$ cat config.mk
export PLATFORM = sky130hd
export DESIGN_NAME = nfpa_ram
export DESIGN_NICKNAME = d
export VERILOG_FILES = /design/src/sv/nfpa_ram.sv
export SDC_FILE = /design/constraint.sdc
export NUM_CORES = 1
export LEC_CHECK = 0
export BUFFER_PORTS_ARGS = -buffer_cell sky130_fd_sc_hd__buf_4
export CAP_MARGIN = 0
export CORE_UTILIZATION = 60
export DETAILED_ROUTE_END_ITERATION = 10
export HOLD_SLACK_MARGIN = 0.12
export PLACE_DENSITY = 0.8
export SLEW_MARGIN = 0
export SYNTH_ARGS = -nofsm -noshare
export SYNTH_HDL_FRONTEND = slang
export SYNTH_SLANG_ARGS = --single-unit
$ cat constraint.sdc
create_clock -name i_clk -period 2.3 [get_ports i_clk]
set_clock_uncertainty 0.05 [all_clocks]
set_input_delay 0.115 -clock i_clk [delete_from_list [all_inputs] [get_ports i_clk]]
set_output_delay 0.115 -clock i_clk [all_outputs]
set_load 0.01 [all_outputs]
$ cat src/sv/nfpa_ram.sv
// Generic single-write, single-read RAM with registered read data.
// No dependencies.
module nfpa_ram #(
    parameter int WIDTH = 8,
    parameter int DEPTH = 16
) (
    input  logic                                   i_clk,
    input  logic                                   i_we,
    input  logic [((DEPTH > 1) ? $clog2(DEPTH) : 1)-1:0] i_waddr,
    input  logic [WIDTH-1:0]                       i_wdata,
    input  logic                                   i_re,
    input  logic [((DEPTH > 1) ? $clog2(DEPTH) : 1)-1:0] i_raddr,
    output logic [WIDTH-1:0]                       o_rdata
);

    logic [WIDTH-1:0] r_mem [DEPTH];
    logic [WIDTH-1:0] r_rdata;

    always_ff @(posedge i_clk) begin
        if (i_we) begin
            r_mem[i_waddr] <= i_wdata;
        end
        if (i_re) begin
            r_rdata <= r_mem[i_raddr];
        end
    end

    assign o_rdata = r_rdata;

endmodule

==> results.ini, run 1 <==
[yosys]
synthSimpleGateAreaFrac=0.0314
synth_area_um2=5230
muxShareOfSynthArea=0.148
ys_ff_latch=136
synth_xor_area_frac=0
yosysTopAreaCellShare=0.781
synth_common_cells=edfxtp_1, mux4_2, a22oi_1, mux4_1, nor2_1
synth_ff_type=edfxtp_1
async_flop_share=0
synth_compound_area_frac=0.0230
synth_top_area_cell=edfxtp_1
synth_fp_nets=248
synth.area.top_cells=edfxtp_1, mux4_2, mux4_1
syn_avg_cell_area_um2=22.8
yosysWarningCount=0
synth_edf_count=136
synthAdderAreaFrac=0
yosysUniqueCellTypes=18
synth-seq-area-share=0.781
post-synth-top-count-cell=edfxtp_1
synth_top_family_by_area=multiplexers
synth_cells=229

[die]
die_area_um2=9090
num_io_pins=27
num_rows=33
core_um2=8340
die_w_um=95.3
initial_core_util=0.627
fp.dieH_um=95.3

[clock_network]
clock_sinks=136
tritoncts=yes
root_buffer=clkbuf_8
cts_buffers=17
cts_buffer_depth=2
insertion_delay_ns=0.51
htreeDepth=4
cts_setup_buffers=0
path_clk_slew_ns=0.06

[setup_path]
r2r_slack_ns=0.67
arrival_ns=2.20
crit_family=buffers and inverters
startpoint=i_waddr[0]
r2r_cells=3
path_buf_inv=4
worstPathCellList=dlygate4sd3_1, buf_4, nand2_1, dlygate4sd3_1, nor2_1, dlygate4sd3_1
timing.rr.end=o_rdata[5]
cpPeakStageDelay_ns=0.59
critPathCapture=r_mem[7][5]
crit_cells=6
start_kind=primary input
critPathKind=primary input to flop
cpMaxStageDelayCell=dlygate4sd3_1
crit_path_end_kind=flop
required_ns=2.48
r2r-start=r_mem[1][5]
path_max_fanout=7
cp_common_cell=dlygate4sd3_1

[timing]
setup_slack_ns=0.284
rsz0062_at_grt=no
slew_headroom=0.648
fmax_mhz=496
fin_crit_ns=2.02
hold_slack_ns=0.131
drv_slew=0
fin_tns_setup_ns=0
setup_viol=0
worst_slew_pin_slew_ns=0.526
hold_viol=0
finalCritPeriodShare=0.876

[power_and_ir_drop]
pwr-share-comb=0.052
sw_frac_of_total=0.196
p_seq_frac=0.496
p_switching_mw=1.11
p_leak_nw=2.18
ir_drop_v=0.000608
internal_power_mw=4.56
powerDensity_nw_per_um2=895
clockPowerShare=0.452

[grt]
grt_pass1_vias=2756
grt_use_met2=0.406
grt_start_max_net_pins=33
grt-ovfl-total=0
grt.total_usage=0.278
gr-usage-met1=0.390
grt-busiest-layer=met2
grt_pass1_wl_um=16500
antenna_found_initial=0
grt.met3_usage=0.0837

[run]
max-cap-violations=0

[routing]
via_per_inst=6.47
drc=0
wl_per_cell_um=27.0
drtIter0Drc=305
drtAntennaViolNets=0
drt_pass1_iterations=5
vias=2690
routed_wl_um=11200

[layout]
antenna_cells=0
drive_gt1_frac=0.299
final_area_um2=6330
areaGrowthSynthToFinish_pct=21.2
layout.nets=318

[place]
dpl_cell_area_um2=5640
gp_congestion=0.724
port_buffers=26
place_ws_ns=0.382
dpl.hpwl_um=6370

[hold_path]
hold_class=primary input to flop

[status]
status=finished clean

[cell families (layout without fill, tap and decap cells)]
logic type | count (synthesis) | count (layout)
buf+inv | 10 | 92
simple gates | 35 | 35
compound gates | 16 | 16
mux | 32 | 32
flops | 136 | 136
[metrics by stage]
stage	total power, mW	utilization	cells
after global placement	3.12	0.676	371
final	5.67	0.760	416
after CTS	5.69	0.760	416
after global routing	5.81	0.760	416
after floorplan	3.00	-	229
after detailed placement	3.13	0.676	371
[what timing repair did]
action | 4_1_cts | 5_1_grt
hold endpoints to repair | 171 | 0
resized for setup | 0 | 0
hold buffers | 14 | 0
endpoints found under the setup margin | 0 | 0
[layer usage]
layer	wire length [um]	vias to the layer above	part of all wire
met4	273	0	0.024
li1	-	1123	-
met2	5490	176	0.49
met5	0	-	0
met1	4390	1368	0.39
met3	1080	23	0.096
[sequential cells by signal (all words and copies together), names as in the netlist]
register,flops
r_mem,128
o_rdata,8
[cell usage in the layout, fill, tap and decap left out, types with 6 or more instances in the layout]
cell type        n
nor2_1          13
a22oi_1         16
mux4_1          14
buf_4           46
clkbuf_16       16
nand2_1          9
dlygate4sd3_1   14
mux4_2          18
clkinv_2         6
edfxtp_1       136
[worst min-delay path by stage]
stage / slack, ns / start / end / cells after the start
finish: 0.13 / i_waddr[2] / r_mem[5][4] / 3
global route: 0.15 / i_waddr[2] / r_mem[5][2] / 3
CTS: 0.12 / i_waddr[2] / r_mem[5][4] / 3
detailed placement: 0.37 / i_wdata[7] / r_mem[0][7] / 1
global placement: 0.36 / i_wdata[5] / r_mem[7][5] / 1
floorplan: 0.16 / i_wdata[0] / r_mem[0][0] / 0
[layout make-up]
class / count / area (um^2)
sequential: 136 / 4080
tap: 105 / 131
clock buffer: 20 / 425
fill: 437 / 2010
clock inverter: 11 / 131
multi-input combinational: 83 / 1060
timing repair buffer: 61 / 505
[worst min-delay path: stages]
cell,delay [ns]
buf_4,0.12
nand3b_1,0.15
nor2_1,0.13
[power by group through the flow]
stage          Clock [mW]  Combinational (mW)  Sequential [mW]
6_report             2.56               0.295             2.81
5_1_grt              2.68               0.313             2.81
4_1_cts              2.59               0.296             2.81
3_5_place_dp            0               0.273             2.86
3_3_place_gp            0               0.263             2.86
2_1_floorplan           0               0.141             2.86
Note: power is estimated with default switching activity, not from simulation.
==> inputs of run 2 (changes only) <==
- clock period: 2.3 -> 2.1 ns (I/O delays scaled with it)
==> results.ini, run 2 (synthesized netlist as in run 1, its figures left out) <==
[timing]
fmax_mhz=612
finalCritPeriodShare=0.778
hold_viol=0  ; unchanged
setup_viol=0  ; unchanged
fin_crit_ns=1.63
drv_slew=0  ; unchanged
rsz0062_at_grt=no
slew_headroom=0.706  ; +0.0576
hold_slack_ns=0.181  ; +0.0496 ns
worst_slew_pin_slew_ns=0.442  ; -0.0845 ns
fin_tns_setup_ns=0  ; unchanged

[layout]
top_register=r_mem
final_area_um2=6330  ; -0.14%
final_cell_mix=edfxtp_1, buf_4, mux4_2, a22oi_1, clkbuf_16
largest_register_ffs=128  ; unchanged
post-route-util=0.758  ; -0.00105
final_common_cell=edfxtp_1
stdcell_count=413  ; -0.72%
drive_gt1_frac=0.299  ; -0.000334
areaGrowthSynthToFinish_pct=21.0
antenna_cells=0  ; unchanged
layout.nets=315  ; -0.94%

[setup_path]
required_ns=2.30  ; -0.18 ns
cpMaxStageDelayCell=mux4_1
arrival_ns=1.83  ; -0.37 ns
critPathKind=flop to flop
cpPeakStageDelay_ns=0.51  ; -0.08 ns
worstPathCellList=mux4_1, a22oi_1, nand2_1
crit_family=multiplexers
crit_path_end_kind=flop
start_kind=flop
path_max_fanout=1  ; -6
path_buf_inv=0  ; -4

[routing]
wl_per_cell_um=26.1  ; -3.3%
routed_wl_um=10800  ; -4.0%
drtAntennaViolNets=0  ; unchanged
drtIter0Drc=287  ; -5.9%
drt_pass1_iterations=5  ; unchanged
vias=2654  ; -1.3%
via_per_inst=6.43  ; -0.62%
drc=0  ; unchanged

[power_and_ir_drop]
p_seq_frac=0.490  ; -0.006
p_leak_nw=2.16  ; -1.1%
pwr-share-comb=0.050  ; -0.002
powerDensity_nw_per_um2=993  ; +11%
internal_power_mw=5.00  ; +9.8%
clockPowerShare=0.459  ; +0.007
sw_frac_of_total=0.203  ; +0.00718
p_switching_mw=1.27  ; +15%
ir_drop_v=0.000524  ; -14%

[clock_network]
path_clk_slew_ns=0.06  ; about the same
cts_resized=0  ; unchanged
clock_sinks=136  ; unchanged
root_buffer=clkbuf_8
cts_buffer_depth=2  ; unchanged
insertion_delay_ns=0.52  ; about the same
tritoncts=yes
cts_buffers=17  ; unchanged
htreeDepth=4  ; unchanged

[place]
dp.cells=370  ; -0.27%
dpl_cell_area_um2=5630  ; -0.13%
gp_congestion=0.736  ; +1.8%
dpl.hpwl_um=6090  ; -4.5%
port_buffers=26  ; unchanged

[grt]
antenna_found_initial=0  ; unchanged
grt_pass1_vias=2681  ; -2.7%
grt_pass1_wl_um=16000  ; -3.3%
grt.total_usage=0.271  ; -0.00626
grt_start_max_net_pins=33  ; unchanged
grt-ovfl-total=0  ; unchanged

[die]
die_w_um=95.3  ; unchanged
initial_core_util=0.627  ; unchanged
num_io_pins=27  ; unchanged
core_um2=8340  ; unchanged
die_area_um2=9090  ; unchanged
num_rows=33  ; unchanged
fp.dieH_um=95.3  ; unchanged

[run]
max-cap-violations=0  ; unchanged

[hold_path]
hold_class=primary input to flop

[status]
status=finished clean

-- run 2: cell type report --
| class | instances | area, um^2 |
|---|---|---|
| fillers | 453 | 2010 |
| flip-flops and latches | 136 | 4080 |
| clock buffers | 19 | 422 |
| well taps | 105 | 131 |
| clock inverters | 12 | 154 |
| repair buffers | 58 | 478 |
| multi-input cells | 83 | 1060 |
-- run 2: path summary, 6_finish.rpt --
path | from | end | cells past startpoint | slack [ns]
worst min register to register | r_mem[7][7] | o_rdata[7] | 3 | 0.72
worst min-delay path | i_raddr[3] | o_rdata[6] | 5 | 0.18
worst max-delay path | r_mem[1][5] | o_rdata[5] | 3 | 0.47
worst max register to register | r_mem[1][5] | o_rdata[5] | 3 | 0.47
-- run 2: power groups by stage --
stage          combinational (mW)  clock (mW)  sequential [mW]
2_1_floorplan               0.154           0             3.13
3_3_place_gp                0.286           0             3.13
3_5_place_dp                0.296           0             3.13
4_1_cts                     0.318        2.91             3.08
5_1_grt                     0.340        3.03             3.08
6_report                    0.316        2.88             3.08
-- run 2: per-layer routing --
metal	vias up	GRT usage	wire, um
met5	-	0	0
met4	0	0.111	162
met3	17	0.0766	802
met2	141	0.410	5420
met1	1383	0.378	4400
li1	1113	-	-
-- run 2: stage by stage --
step	setup slack, ns	power [mW]
after floorplan	0.452	3.29
after global placement	0.366	3.42
after detailed placement	0.336	3.43
after CTS	0.477	6.31
after global routing	0.397	6.45
final	0.466	6.28
-- run 2: worst min-delay path: cells and delay by family --
kind | cells | cell delay [ns]
buffers and inverters | 2 | 0.30
and+or+nand+nor | 2 | 0.14
AOI/OAI and AO/OA | 1 | 0.10
-- run 2: what timing repair did --
| item | CTS | global route |
|---|---|---|
| buffers inserted | 0 | 0 |
| hold endpoints to repair | 168 | 0 |
| hold buffers | 12 | 0 |
==> inputs of run 3 (changes only) <==
- CORE_UTILIZATION: 60 -> 54
- PLACE_DENSITY: 0.8 -> 0.76
- clock period: 2.1 -> 1.4 ns (I/O delays scaled with it)
==> results.ini, run 3 (synthesized netlist as in run 1, its figures left out) <==
[status]
status=finished with violations
violations=negative setup slack

[die]
die_area_um2=10100  ; +11%
num_rows=35  ; +6.1%
core_um2=9330  ; +12%
num_io_pins=27  ; unchanged
fp.dieH_um=100  ; +5.3%
die_w_um=100  ; +5.3%
initial_core_util=0.560  ; -0.0663

[layout]
layout.nets=320  ; +1.6%
final_cell_mix=edfxtp_1, buf_4, mux4_2, clkbuf_16, nor2_1
post-route-util=0.692  ; -0.0663
areaGrowthSynthToFinish_pct=23.5
top_register=r_mem
final_common_cell=edfxtp_1
stdcell_count=443  ; +7.3%
drive_gt1_frac=0.392  ; +0.0930
antenna_cells=0  ; unchanged
largest_register_ffs=128  ; unchanged

[power_and_ir_drop]
powerDensity_nw_per_um2=1450  ; +46%
ir_drop_v=0.00105  ; +100%
p_leak_nw=2.17  ; +0.32%

[hold_path]
worstHoldStart=i_waddr[3]
hold_class=primary input to flop

[clock_network]
root_buffer=clkbuf_8
tritoncts=yes
cts_buffers=17  ; unchanged
path_clk_slew_ns=0.06  ; about the same
clock_sinks=136  ; unchanged
cts_buffer_depth=2  ; unchanged
htreeDepth=4  ; unchanged
insertion_delay_ns=0.51  ; about the same

[setup_path]
critPathKind=flop to flop
start_kind=flop
r2r-start=r_mem[3][2]
arrival_ns=1.70  ; -0.13 ns
required_ns=1.60  ; -0.70 ns
startpoint=r_mem[3][2]
crit_path_end_kind=flop
path_max_fanout=1  ; unchanged

[place]
port_buffers=26  ; unchanged
place_ws_ns=-0.248  ; -0.585 ns
dpl.hpwl_um=6560  ; +7.8%
gp_congestion=0.742  ; +0.75%
dp.cells=399  ; +7.8%

[grt]
grt-ovfl-total=0  ; unchanged
grt_pass1_wl_um=15700  ; -1.8%
grt.total_usage=0.230  ; -0.0410
grt_pass1_vias=2741  ; +2.2%
grt_start_max_net_pins=18  ; -45%
antenna_found_initial=0  ; unchanged

[timing]
hold_slack_ns=0.139  ; -0.0412 ns
rsz0062_at_grt=yes
fin_crit_ns=1.49  ; -0.143 ns
hold_viol=0  ; unchanged
fin_tns_setup_ns=-0.406  ; -0.406 ns
slew_headroom=0.430  ; -0.276
fmax_mhz=671  ; +9.6%
finalCritPeriodShare=1.06  ; +0.287
drv_slew=0  ; unchanged
setup_viol=8  ; +8
worst_slew_pin_slew_ns=0.852  ; +0.411 ns
setup_slack_ns=-0.0907  ; -0.557 ns

[routing]
vias=2611  ; -1.6%
via_per_inst=5.89  ; -8.3%
wl_per_cell_um=23.4  ; -10%
drt_pass1_iterations=4  ; -1
drtIter0Drc=238  ; -17%
drtAntennaViolNets=0  ; unchanged
routed_wl_um=10400  ; -3.8%
drc=0  ; unchanged

[run]
max-cap-violations=0  ; unchanged

## run 3: path summary, 6_finish.rpt
| check | endpoint | slack (ns) | cells after the start |
|---|---|---|---|
| worst max-delay path | o_rdata[2] | -0.09 | 3 |
| worst min-delay path | r_mem[0][2] | 0.14 | 4 |
| worst max register to register | o_rdata[2] | -0.09 | 3 |
| worst min register to register | o_rdata[1] | 0.71 | 3 |
## run 3: repair_timing
action / CTS / global route
endpoints found under the setup margin: 8 / 8
setup buffers: 0 / 0
pin swaps: 9 / 1
hold buffers: 12 / 0
endpoints found under the hold margin: 169 / 0
gates resized for setup: 21 / 1
## run 3: cell type report
cell class | count | area [um^2]
fillers | 571 | 2870
multi-input cells | 83 | 1060
clock inverters | 15 | 154
well taps | 129 | 161
repair buffers | 63 | 578
clock buffers | 17 | 414
flip-flops and latches | 136 | 4080
## run 3: metrics by stage
step           total power [mW]  instance area (um^2)
4_1_cts                    9.39                  6460
5_1_grt                    9.58                  6460
6_report                   9.34                  6460
2_1_floorplan              4.93                  5240
3_3_place_gp               5.17                  5770
3_5_place_dp               5.19                  5770
## run 3: metal layers
layer | up-vias | GRT usage | routed length [um]
met5 | - | 0 | 0
met3 | 24 | 0.0585 | 893
li1 | 1115 | - | -
met1 | 1334 | 0.312 | 3970
met4 | 0 | 0.100 | 208
met2 | 138 | 0.360 | 5310
## run 3: where the power goes
part	internal (mW)	switching [mW]
Sequential	4.59	0.0328
Clock	2.53	1.65
Combinational	0.265	0.271
## run 3: critical path, cell delays in order (launching register included)
cell and delay [ns]:
edfxtp_1 0.41, mux4_2 0.50, a22oi_2 0.19, nand2_2 0.09
